## src/hw/rtl/facl_pkg.sv

```systemverilog
`timescale 1ns / 1ps
`default_nettype none
// ----------------------------------------------------------------------------
// facl_pkg
// shared constants and types for the fifo associative cache lookup unit
// ----------------------------------------------------------------------------
package facl_pkg;

  // fixed port widths
  localparam int IN_TAG_W = 32;
  localparam int EXT_TAG_W = 64;
  localparam int LAT_W = 10;
  localparam int HIT_LAT_W = 8;
  localparam int CAP_W = 6;
  localparam int CNT_W = 32;
  localparam int CFG_DATA_W = 10;
  localparam int CFG_IDX_W = 2;

  // register indexes on the configuration port
  localparam logic [CFG_IDX_W-1:0] CFG_CAPACITY = 2'd0;
  localparam logic [CFG_IDX_W-1:0] CFG_HIT_LATENCY = 2'd1;
  localparam logic [CFG_IDX_W-1:0] CFG_MISS_LATENCY = 2'd2;

  // register reset values
  localparam logic [CAP_W-1:0] CAPACITY_RST = 6'd32;
  localparam logic [HIT_LAT_W-1:0] HIT_LATENCY_RST = 8'd4;
  localparam logic [LAT_W-1:0] MISS_LATENCY_RST = 10'd200;

  // controls broadcast to every cell
  typedef struct packed {
    logic compare;
    logic shift;
  } facl_ctl_t;

endpackage
`default_nettype wire

```

## src/hw/rtl/fifo_assoc_cache_lookup_unit.sv

```systemverilog
`timescale 1ns / 1ps
`default_nettype none
// ----------------------------------------------------------------------------
// fifo_assoc_cache_lookup_unit
// fully associative tag store with fifo replacement, one lookup per word
// ----------------------------------------------------------------------------
// usage
// - input channel: in_valid / in_stall carry block_tag; a word is taken at
//   an edge where in_valid is high and in_stall is low
// - output channel: out_valid / out_stall carry hit, latency, evict_valid,
//   evicted_tag, hit_total and memory_total, one result word per request
// - config port: cfg_write with cfg_index / cfg_data writes capacity,
//   hit_latency or miss_latency; write only while no request is in flight
// - steps: a taken request goes through a compare step, in parallel in
//   every cell, and then a resolve step that writes the result register
// - overlap: the next request is taken in the same cycle the previous one
//   resolves, so the compare of one request and the store update of the
//   previous never overlap
// - the store is a row of cells that shifts by one on every miss; the newest
//   tag sits in cell 0 and the oldest at the end of the occupied run
// - a stalled result holds its register; the resolve step waits for it, so
//   at most one request is taken while a result is still pending
// - reset clears occupancy, both counters, the handshake state and the
//   registers back to capacity 32, hit latency 4 and miss latency 200
// ----------------------------------------------------------------------------
module fifo_assoc_cache_lookup_unit
  import facl_pkg::*;
#(
  parameter int ENTRIES = 32,
  parameter int TAG_BITS = 32
) (
  input  wire                   clk,
  input  wire                   rst,
  // config port
  input  wire                   cfg_write,
  input  wire [CFG_IDX_W-1:0]   cfg_index,
  input  wire [CFG_DATA_W-1:0]  cfg_data,
  // request channel
  input  wire                   in_valid,
  output logic                  in_stall,
  input  wire [IN_TAG_W-1:0]    block_tag,
  // result channel
  output logic                  out_valid,
  input  wire                   out_stall,
  output logic                  hit,
  output logic [LAT_W-1:0]      latency,
  output logic                  evict_valid,
  output logic [IN_TAG_W-1:0]   evicted_tag,
  output logic [CNT_W-1:0]      hit_total,
  output logic [CNT_W-1:0]      memory_total
);

  localparam int OCC_W = $clog2(ENTRIES + 1);
  localparam int CW = (OCC_W > CAP_W) ? OCC_W : CAP_W;

  localparam logic [1:0] ST_IDLE = 2'd0;
  localparam logic [1:0] ST_CMP = 2'd1;
  localparam logic [1:0] ST_RES = 2'd2;

  // config registers
  logic [CAP_W-1:0]     capacity;
  logic [HIT_LAT_W-1:0] hit_latency;
  logic [LAT_W-1:0]     miss_latency;

  logic [1:0]           state;
  logic [1:0]           state_next;
  logic [TAG_BITS-1:0]  req_tag;
  logic [OCC_W-1:0]     occupancy;
  logic [CNT_W-1:0]     hit_counter;
  logic [CNT_W-1:0]     memory_counter;

  logic                 in_accept;
  logic                 res_go;
  logic                 any_hit;
  logic                 full;
  logic [CW-1:0]        cap_eff;
  logic [TAG_BITS-1:0]  evict_tag;
  logic [EXT_TAG_W-1:0] tag_in_ext;
  logic [EXT_TAG_W-1:0] evict_ext;
  facl_ctl_t            ctl;

  logic [TAG_BITS-1:0]  cell_tag [ENTRIES];
  logic [TAG_BITS-1:0]  cell_last [ENTRIES];
  logic [ENTRIES-1:0]   cell_match;

  assign in_accept = in_valid && !in_stall;
  // resolve only when the result register is free or being drained
  assign res_go = (state == ST_RES) && !(out_valid && out_stall);
  assign in_stall = !((state == ST_IDLE) || res_go);

  assign ctl.compare = (state == ST_CMP);
  assign ctl.shift = res_go && !any_hit;

  // only the low TAG_BITS bits of the request take part
  assign tag_in_ext = EXT_TAG_W'(block_tag);
  assign evict_ext = EXT_TAG_W'(evict_tag);

  // ---- config writes
  always_ff @(posedge clk) begin
    if (rst) begin
      capacity <= CAPACITY_RST;
      hit_latency <= HIT_LATENCY_RST;
      miss_latency <= MISS_LATENCY_RST;
    end else if (cfg_write) begin
      case (cfg_index)
        CFG_CAPACITY: capacity <= cfg_data[CAP_W-1:0];
        CFG_HIT_LATENCY: hit_latency <= cfg_data[HIT_LAT_W-1:0];
        CFG_MISS_LATENCY: miss_latency <= cfg_data;
        default: ;
      endcase
    end
  end

  // ---- cell chain, newest tag enters at cell 0
  for (genvar i = 0; i < ENTRIES; i++) begin : g_cell
    logic [TAG_BITS-1:0] prev_tag;
    if (i == 0) begin : g_head
      assign prev_tag = req_tag;
    end else begin : g_body
      assign prev_tag = cell_tag[i-1];
    end

    facl_cell #(
      .IDX      (i),
      .TAG_BITS (TAG_BITS),
      .OCC_W    (OCC_W)
    ) u_cell (
      .clk       (clk),
      .rst       (rst),
      .ctl       (ctl),
      .occupancy (occupancy),
      .req_tag   (req_tag),
      .prev_tag  (prev_tag),
      .tag       (cell_tag[i]),
      .match     (cell_match[i]),
      .last_tag  (cell_last[i])
    );
  end

  assign any_hit = |cell_match;

  // oldest live tag: only the cell at the end of the run drives its tag
  always_comb begin
    evict_tag = '0;
    for (int i = 0; i < ENTRIES; i++) begin
      evict_tag = evict_tag | cell_last[i];
    end
  end

  // capacity zero acts as one, above the store size acts as the store size
  assign cap_eff = (capacity == '0) ? CW'(1) : CW'(capacity);
  assign full = (CW'(occupancy) >= cap_eff) || (occupancy == OCC_W'(ENTRIES));

  // ---- sequencing
  always_comb begin
    state_next = state;
    case (state)
      ST_IDLE: begin
        if (in_accept) begin
          state_next = ST_CMP;
        end
      end
      ST_CMP: state_next = ST_RES;
      ST_RES: begin
        if (res_go) begin
          state_next = in_accept ? ST_CMP : ST_IDLE;
        end
      end
      default: state_next = ST_IDLE;
    endcase
  end

  always_ff @(posedge clk) begin
    if (rst) begin
      state <= ST_IDLE;
    end else begin
      state <= state_next;
    end
  end

  always_ff @(posedge clk) begin
    if (in_accept) begin
      req_tag <= tag_in_ext[TAG_BITS-1:0];
    end
  end

  // ---- occupancy and counters
  always_ff @(posedge clk) begin
    if (rst) begin
      occupancy <= '0;
      hit_counter <= '0;
      memory_counter <= '0;
    end else if (res_go) begin
      if (any_hit) begin
        if (hit_counter != '1) begin
          hit_counter <= hit_counter + 1'b1;
        end
      end else begin
        if (memory_counter != '1) begin
          memory_counter <= memory_counter + 1'b1;
        end
        // a miss into a full store evicts one and appends one
        if (!full) begin
          occupancy <= occupancy + 1'b1;
        end
      end
    end
  end

  // counters only move on resolve, which waits for the result to drain
  assign hit_total = hit_counter;
  assign memory_total = memory_counter;

  // ---- result register
  always_ff @(posedge clk) begin
    if (rst) begin
      out_valid <= 1'b0;
    end else if (res_go) begin
      out_valid <= 1'b1;
    end else if (!out_stall) begin
      out_valid <= 1'b0;
    end
  end

  always_ff @(posedge clk) begin
    if (res_go) begin
      hit <= any_hit;
      latency <= any_hit ? LAT_W'(hit_latency) : miss_latency;
      evict_valid <= !any_hit && full;
      evicted_tag <= (!any_hit && full) ? evict_ext[IN_TAG_W-1:0] : '0;
    end
  end

`ifndef NO_ASSERTIONS
  // the fill level never runs past the number of cells
  a_occ_bound: assert property (@(posedge clk) disable iff (rst)
    occupancy <= OCC_W'(ENTRIES))
    else $error("occupancy beyond store size");

  // a compare cycle is always followed by a resolve cycle
  a_cmp_then_res: assert property (@(posedge clk) disable iff (rst)
    state == ST_CMP |=> state == ST_RES)
    else $error("compare not followed by resolve");

  // an eviction only ever comes with a miss
  a_evict_miss: assert property (@(posedge clk) disable iff (rst)
    out_valid && evict_valid |-> !hit)
    else $error("eviction reported on a hit");

  // the chain never shifts while a compare is under way
  a_no_shift_cmp: assert property (@(posedge clk) disable iff (rst)
    !(ctl.shift && ctl.compare))
    else $error("shift during compare");
`endif

endmodule
`default_nettype wire

```

## src/hw/rtl/facl_cell.sv

```systemverilog
`timescale 1ns / 1ps
`default_nettype none
// ----------------------------------------------------------------------------
// facl_cell
// one tag slot of the shift chain: holds a tag, compares, passes it on
// ----------------------------------------------------------------------------
module facl_cell
  import facl_pkg::*;
#(
  parameter int IDX = 0,
  parameter int TAG_BITS = 32,
  parameter int OCC_W = 6
) (
  input  wire                 clk,
  input  wire                 rst,
  input  facl_ctl_t           ctl,
  input  wire [OCC_W-1:0]     occupancy,
  input  wire [TAG_BITS-1:0]  req_tag,
  input  wire [TAG_BITS-1:0]  prev_tag,
  output logic [TAG_BITS-1:0] tag,
  output logic                match,
  output logic [TAG_BITS-1:0] last_tag
);

  logic valid;
  logic is_last;

  // slot holds a live tag while it lies within the occupancy
  assign valid = occupancy > OCC_W'(IDX);
  assign is_last = occupancy == OCC_W'(IDX + 1);
  assign last_tag = is_last ? tag : '0;

  always_ff @(posedge clk) begin
    if (ctl.shift) begin
      tag <= prev_tag;
    end
  end

  always_ff @(posedge clk) begin
    if (rst) begin
      match <= 1'b0;
    end else if (ctl.compare) begin
      match <= valid && (tag == req_tag);
    end
  end

endmodule
`default_nettype wire

```

## config.mk

```make
export PLATFORM = sky130hd
export DESIGN_NAME = fifo_assoc_cache_lookup_unit
export DESIGN_NICKNAME = d
export VERILOG_FILES = /design/src/hw/rtl/facl_pkg.sv /design/src/hw/rtl/fifo_assoc_cache_lookup_unit.sv /design/src/hw/rtl/facl_cell.sv
export SDC_FILE = /design/constraint.sdc
export NUM_CORES = 2
export LEC_CHECK = 0
export BUFFER_PORTS_ARGS = -buffer_cell sky130_fd_sc_hd__buf_2
export CORE_ASPECT_RATIO = 0.75
export CORE_MARGIN = 5
export CORE_UTILIZATION = 55
export CTS_CLUSTER_DIAMETER = 100
export DETAILED_ROUTE_END_ITERATION = 8
export PLACE_DENSITY_LB_ADDON = 0.2
export RECOVER_POWER = 50
export SYNTH_ARGS = -nofsm -noshare
export SYNTH_HDL_FRONTEND = slang
export SYNTH_HIERARCHICAL = 1
export SYNTH_SLANG_ARGS = --single-unit
```

## constraint.sdc

```tcl
create_clock -name clk -period 23.9 [get_ports clk]
set_clock_uncertainty 0.2 [all_clocks]
set_input_delay 4.78 -clock clk [delete_from_list [all_inputs] [get_ports clk]]
set_output_delay 4.78 -clock clk [all_outputs]
set_load 0.02 [all_outputs]
```

* Word level (Yosys, flattened, before mapping)
Index checks and enable logic that the tools add are counted.
** Cells by class
- Bitwise gates (word level) :: 33
- Multiplexer cells :: 40
- Reductions and logical operators :: 53
- Eq/ne operators :: 73
- Add/sub/neg operators :: 3
- $lt $le $gt $ge :: 33
** Operators with widths (number)
- $eq A32 B32 Y1 :: 32
- $mux W32 :: 32
- $or A32 B32 Y32 :: 31
- $eq A6 B5 Y1 const B :: 16
- $gt A6 B5 Y1 const B :: 16
- $add A32 B1 Y32 const B :: 2
- $ne A32 B32 Y1 const B :: 2
- $eq A6 B4 Y1 const B :: 8
- $gt A6 B4 Y1 const B :: 8
- $logic_and A1 B1 Y1 :: 37
- $reduce_or A32 Y1 :: 1
- $eq A6 B3 Y1 const B :: 4
- $gt A6 B3 Y1 const B :: 4
- $eq A6 B2 Y1 const B :: 2
- $gt A6 B1 Y1 const B :: 2
- $gt A6 B2 Y1 const B :: 2
- $reduce_and A3 Y1 :: 3
- $mux W8 :: 1
- $reduce_and A2 Y1 :: 4
- $add A6 B1 Y6 const B :: 1
- $eq A6 B1 Y1 const B :: 1
- $eq A6 B6 Y1 const B :: 1
- $ge A6 B6 Y1 :: 1
- $logic_not A6 Y1 :: 1
- 12 further kinds :: 23
** Word-level totals
- Output and inout bits :: 110
- Logic and storage cells :: 313
- Input bits :: 49
- Flip-flop bits (word level) :: 1229

* Logic depth before layout (Yosys ltp)
- Word-level depth :: 33
- Depth in mapped cells :: 9
- Mapped depth without buffers :: 9

* By module
The synthesis kept the hierarchy.
** Modules (own cells, without submodules)
- fifo_assoc_cache_lookup_unit :: area an instance 9367.7 sq um, cells an instance 1040, times used 1
- facl_cell at g_cell[10].u_cell ... :: area an instance 1642.8 sq um, cells an instance 119, times used 2
- facl_cell at g_cell[1].u_cell ... :: area an instance 1614.0 sq um, cells an instance 117, times used 2
- facl_cell at g_cell[13].u_cell ... :: area an instance 1600.3 sq um, cells an instance 119, times used 2
- facl_cell at g_cell[18].u_cell :: area an instance 1641.6 sq um, cells an instance 119, times used 1
- facl_cell at g_cell[9].u_cell :: area an instance 1635.3 sq um, cells an instance 119, times used 1
- facl_cell at g_cell[5].u_cell :: area an instance 1626.6 sq um, cells an instance 119, times used 1
- facl_cell at g_cell[0].u_cell :: area an instance 1624.1 sq um, cells an instance 121, times used 1
- facl_cell at g_cell[21].u_cell :: area an instance 1620.3 sq um, cells an instance 119, times used 1
- facl_cell at g_cell[17].u_cell :: area an instance 1619.1 sq um, cells an instance 122, times used 1
- facl_cell at g_cell[24].u_cell :: area an instance 1616.6 sq um, cells an instance 118, times used 1
- facl_cell at g_cell[15].u_cell :: area an instance 1615.3 sq um, cells an instance 118, times used 1
- facl_cell at g_cell[8].u_cell :: area an instance 1614.0 sq um, cells an instance 119, times used 1
- facl_cell at g_cell[22].u_cell :: area an instance 1610.3 sq um, cells an instance 119, times used 1
- 16 more rows

* Least setup slack after synthesis
OpenSTA, ideal clock, no wires.
- Kind :: input to register
- From :: input port out_stall
- To :: register memory_counter[26], in the netlist memory_total[26]
- Buffers on the path :: 1
- Setup slack :: 2.238 ns
- Setup time :: 0.131 ns
- Data required time :: 23.569 ns
- Stages :: 7
- Arrival time :: 21.331 ns
- Cell sequence :: a21oi_1 -> nand3_1 -> inv_2 -> buf_2 -> nand4_1 -> xnor2_1 -> nor2_1
** On the way
- Cells in the longest elaborated chain, start to end :: 4
** RTL lines
- start: declaration :: RTL line fifo_assoc_cache_lookup_unit.sv:44 : input wire out_stall,
- $logic_and A1 B1 Y1 :: RTL line fifo_assoc_cache_lookup_unit.sv:88 : assign res_go = (state == ST_RES) && !(out_valid && out_stall);
- $logic_not A1 Y1 :: RTL line fifo_assoc_cache_lookup_unit.sv:88
- $logic_and A1 B1 Y1 :: RTL line fifo_assoc_cache_lookup_unit.sv:88
- $reduce_and A3 Y1 (no source line)
- end signal: assignment :: RTL line fifo_assoc_cache_lookup_unit.sv:200 : memory_counter <= memory_counter + 1'b1;
- end: declaration :: RTL line fifo_assoc_cache_lookup_unit.sv:70 : logic [CNT_W-1:0] memory_counter;
Every way passes these cells.
A chain may end at the register's enable or synchronous reset.

* Final worst setup path
- From :: input port out_stall
- To :: register g_cell[17].u_cell.tag[20], enable pin
** On the way
- Cells in the longest elaborated chain, start to end :: 4
** RTL lines
- $logic_and A1 B1 Y1 :: RTL line fifo_assoc_cache_lookup_unit.sv:88
- $logic_not A1 Y1 :: RTL line fifo_assoc_cache_lookup_unit.sv:88
- $logic_and A1 B1 Y1 :: RTL line fifo_assoc_cache_lookup_unit.sv:88
- via res_go :: RTL line fifo_assoc_cache_lookup_unit.sv:73 : logic res_go;
- $logic_and A1 B1 Y1 :: RTL line fifo_assoc_cache_lookup_unit.sv:92 : assign ctl.shift = res_go && !any_hit;
- end signal: assignment :: RTL line facl_cell.sv:35 : tag <= prev_tag;
- end: declaration :: RTL line facl_cell.sv:20 : output logic [TAG_BITS-1:0] tag,
The timed path passes the listed nets, and every way through them passes these cells.

==> PnR_summary.wiki <==
{| class="wikitable"
! Metric !! Value
|-
| Post-Syn Area || 0.06087 mm²
|-
| Number of global-route vias before repair || between 40,000 and 50,000
|-
| Critical Path Max Stage Delay || 2.25 ns
|-
| Synthesis warning total || 6
|-
| Pin count of the biggest net entering global routing || approximately 180
|-
| Area growth from synthesis to layout || 11.30%
|-
| Violations in the final reports || capacitance limit, slew limit
|-
| Cts hold-fix bufs || 0
|-
| Clk root buf || clkbuf_16
|-
| Number of top-level pins || 159
|-
| Overall power || 4.726 mW
|-
| Slowest cell on crit path || clkbuf_1
|-
| Avg Cell Area, Syn || between 10 and 15 µm²
|-
| Peak clock frequency supported by timing || approximately 82 MHz
|-
| Share of layout cells above drive strength 1 || 0.1173
|-
| Effective utilization at floorplan || 0.5555
|-
| Number of DRC violations after detailed-routing iteration 0 || 6,978
|-
| Post-detailed-route count of antenna-violating nets || 0
|-
| Required time of the critical path || 24.05 ns
|-
| Initial antenna violation count || 10
|-
| Unrepaired setup endpoints after global routing || false
|-
| Cts repair resizes || 0
|-
| Max-slew violation count || 1,103
|-
| IR drop worst, VDD || 0.06865 mV
|-
| Final design utilization || 0.6183
|-
| Detailed-routing iteration count for the pre-antenna-repair pass || 8
|-
| Tot GR Track Use || 0.3613
|-
| Headroom to the max-slew limit || -2.607
|-
| Total wire length after detailed routing || approximately 220,000 µm
|-
| #FFs+latches synth || 1,229
|-
| CTS tree || yes
|-
| Most used standard cell by instance count after synthesis || edfxtp_1
|-
| Number of nets produced by synthesis || 4,897
|-
| Top fanout value on the critical path || 177
|-
| Routed WL per cell || 32.92 µm
|-
| # rows || between 100 and 150
|-
| Max Buffers Root-to-Sink || 3
|-
| Worst endpoint data arrival time || 12.29 ns
|-
| Leading post-synthesis cells by instance count || 1,100 x edfxtp_1, 920 x and2_1, 593 x xnor2_1
|-
| Share of synthesized flip-flops with an asynchronous set or reset || 0
|-
| Number of enable-type register cells in the synthesized netlist || around 1,100
|-
| Element type at the critical path end || flip-flop
|-
| Pwr Density || 69.76 mW/mm²
|-
| Count of endpoints failing setup in the final report || 0
|-
| Top flip-flop cell by instance count after synthesis || edfxtp_1
|-
| Crit path time final || 12.14 ns
|-
| Worst Tran Pin Value || between 5 and 6 ns
|-
| Core footprint || about 0.11 mm²
|-
| Die ar. || approximately 0.12 mm²
|-
| Number of clock sinks seen by CTS || 1,229
|-
| PortBufs || roughly 160
|-
| Fraction of the yosys area taken by sequential cells || 0.5851
|-
| Number of instances in the synthesized netlist || about 4,800
|-
| Die height || between 200 and 300 µm
|-
| Post-route clock period utilization || 0.5080
|-
| CP cell instances || clkbuf_1 -> a21oi_4 -> clkbuf_1 -> nand3_1 -> inv_8 -> buf_12 -> buf_4 -> buf_4
|-
| Mean number of vias per cell || approximately 6.5
|-
| Routed via count || 43,260
|-
| Worst Setup Start Kind || primary input
|-
| Top post-synthesis cells by area || edfxtp_1 54%, and2_1 9.5%, xnor2_1 8.5%
|-
| Later-pin clock latency in the skew report || 0.76 ns
|-
| Top-area cell type share of the netlist area || 0.5427
|-
| Count of distinct cell types in the synthesized netlist || 77
|-
| Reported max-cap violation count || 36
|-
| Number of setup buffers added after CTS || 0
|-
| Count of placed standard cells in the final layout, fillers left out || roughly 6,700
|-
| Clk slew on worst S/H paths || 0.06 ns
|-
| HPWL after detailed placement || approximately 150,000 µm
|-
| Final-stage net count || 5,180
|-
| Total Negative Setup Slacks || 0 ns
|-
| Number of H-tree branching levels || 3
|-
| Critical path type || in -> reg
|-
| Dominant cell type by area after synthesis || edfxtp_1
|-
| Global-route wire length before repair || 301,200 µm
|-
| Post-route DRC violation count || 0
|-
| Final-report hold violation count || 0
|-
| Filler Cell Count || 8,778
|-
| Leak Pwr || 23.13 nW
|-
| Final Wtd Congestion || about 0.99
|-
| Die Width || 394.1 µm
|-
| Overflow after GRT || 0
|-
| Cells after DPL || 6,444
|-
| CTS buffer count || 119
|-
| Hold WC Path Type || reg -> reg
|-
| Result of the run || complete, but fails checks
|}
report_power, final:
group          switching (mW)  internal, mW  total [mW]
combinational           0.210        0.0998       0.310
clock                   0.853          1.13        1.98
sequential             0.0536          2.38        2.44
total                    1.12          3.61        4.73
per-layer routing:
metal  wire length (µm)  GRT usage  up-vias  share of wire
met4               7220    0.09446        2          0.033
met1              87210     0.5197    21420           0.40
met5                 13          0        -       0.000059
met2              81110     0.4487     3318           0.37
li1                   -          -    18130              -
met3              44270     0.2260      389           0.20
worst paths after layout:
check	cells past startpoint	endpoint	slack [ns]	from
min	2	g_cell[21].u_cell/match	0.25	g_cell[21].u_cell/match
max reg2reg	8	g_cell[17].u_cell/tag[20]	15.40	state[1]
max	8	g_cell[17].u_cell/tag[20]	11.76	out_stall
min reg2reg	2	g_cell[21].u_cell/match	0.25	g_cell[21].u_cell/match
worst max-delay path, delay by kind of cell:
| family | cells | cell delay [ns] |
|---|---|---|
| buf+inv | 6 | 5.97 |
| simple gates | 1 | 1.13 |
| compound gates | 1 | 0.15 |
logic make-up after synthesis:
kind of cell | synth area share
AOI/OAI and AO/OA | 0.01196
xor gates and xnor gates | 0.1554
adders and majority gates | 0.002056
buffers and inverters | 0.01476
DFF | 0.5851
muxes | 0.002981
and+or+nand+nor | 0.2277
cell type report:
type / instances / area (µm²) / area share
antenna: 5 / 12.51 / 0.0001847
clock buffer: 185 / 3505 / 0.05173
clock inverter: 43 / 501.7 / 0.007406
inverter: 32 / 127.6 / 0.001884
multi-input combinational: 3452 / 24510 / 0.3618
sequential: 1229 / 35630 / 0.5259
tap: 1444 / 1807 / 0.02667
timing repair buffer: 287 / 1649 / 0.02434
flip-flops by register name, indices dropped and copies added (netlist names):
| name | count |
|---|---|
| memory_total | 32 |
| evict_valid | 1 |
| latency | 10 |
| occupancy | 6 |
| hit | 1 |
| capacity | 6 |
| hit_total | 32 |
| miss_latency | 10 |
| g_cell.u_cell/tag | 1024 |
| hit_latency | 8 |
| out_valid | 1 |
| g_cell.prev_tag | 32 |
| state | 2 |
| g_cell.u_cell/match | 32 |
| evicted_tag | 32 |
through the flow:
stage / area (µm²) / hold WS [ns] / setup slack, ns
2_1_floorplan: 60870 / 0.2158 / 2.238
3_3_place_gp: 63880 / 0.2273 / 13.55
3_5_place_dp: 63880 / 0.2380 / 13.49
4_1_cts: 67890 / 0.2467 / 13.51
5_1_grt: 67730 / 0.2755 / 11.26
6_report: 67750 / 0.2498 / 11.76
placed cells by master (no fill, tap or decap), types with 13 or more instances in the layout:
master / instances
o21ai_0: 27
clkbuf_16: 126
xnor2_1: 593
clkbuf_1: 84
inv_1: 31
nand2_1: 92
and2_2: 73
nor3_1: 45
nand3_1: 60
clkbuf_8: 13
a21oi_1: 29
clkinv_2: 16
nor2_1: 199
buf_4: 92
nor4_2: 37
nand4_1: 248
xor2_1: 487
buf_2: 155
and2_1: 919
and3_1: 45
nor4b_1: 17
dfxtp_1: 123
edfxtp_1: 1100
nor4_1: 382
No activity file was read; power rests on OpenSTA's default activity.
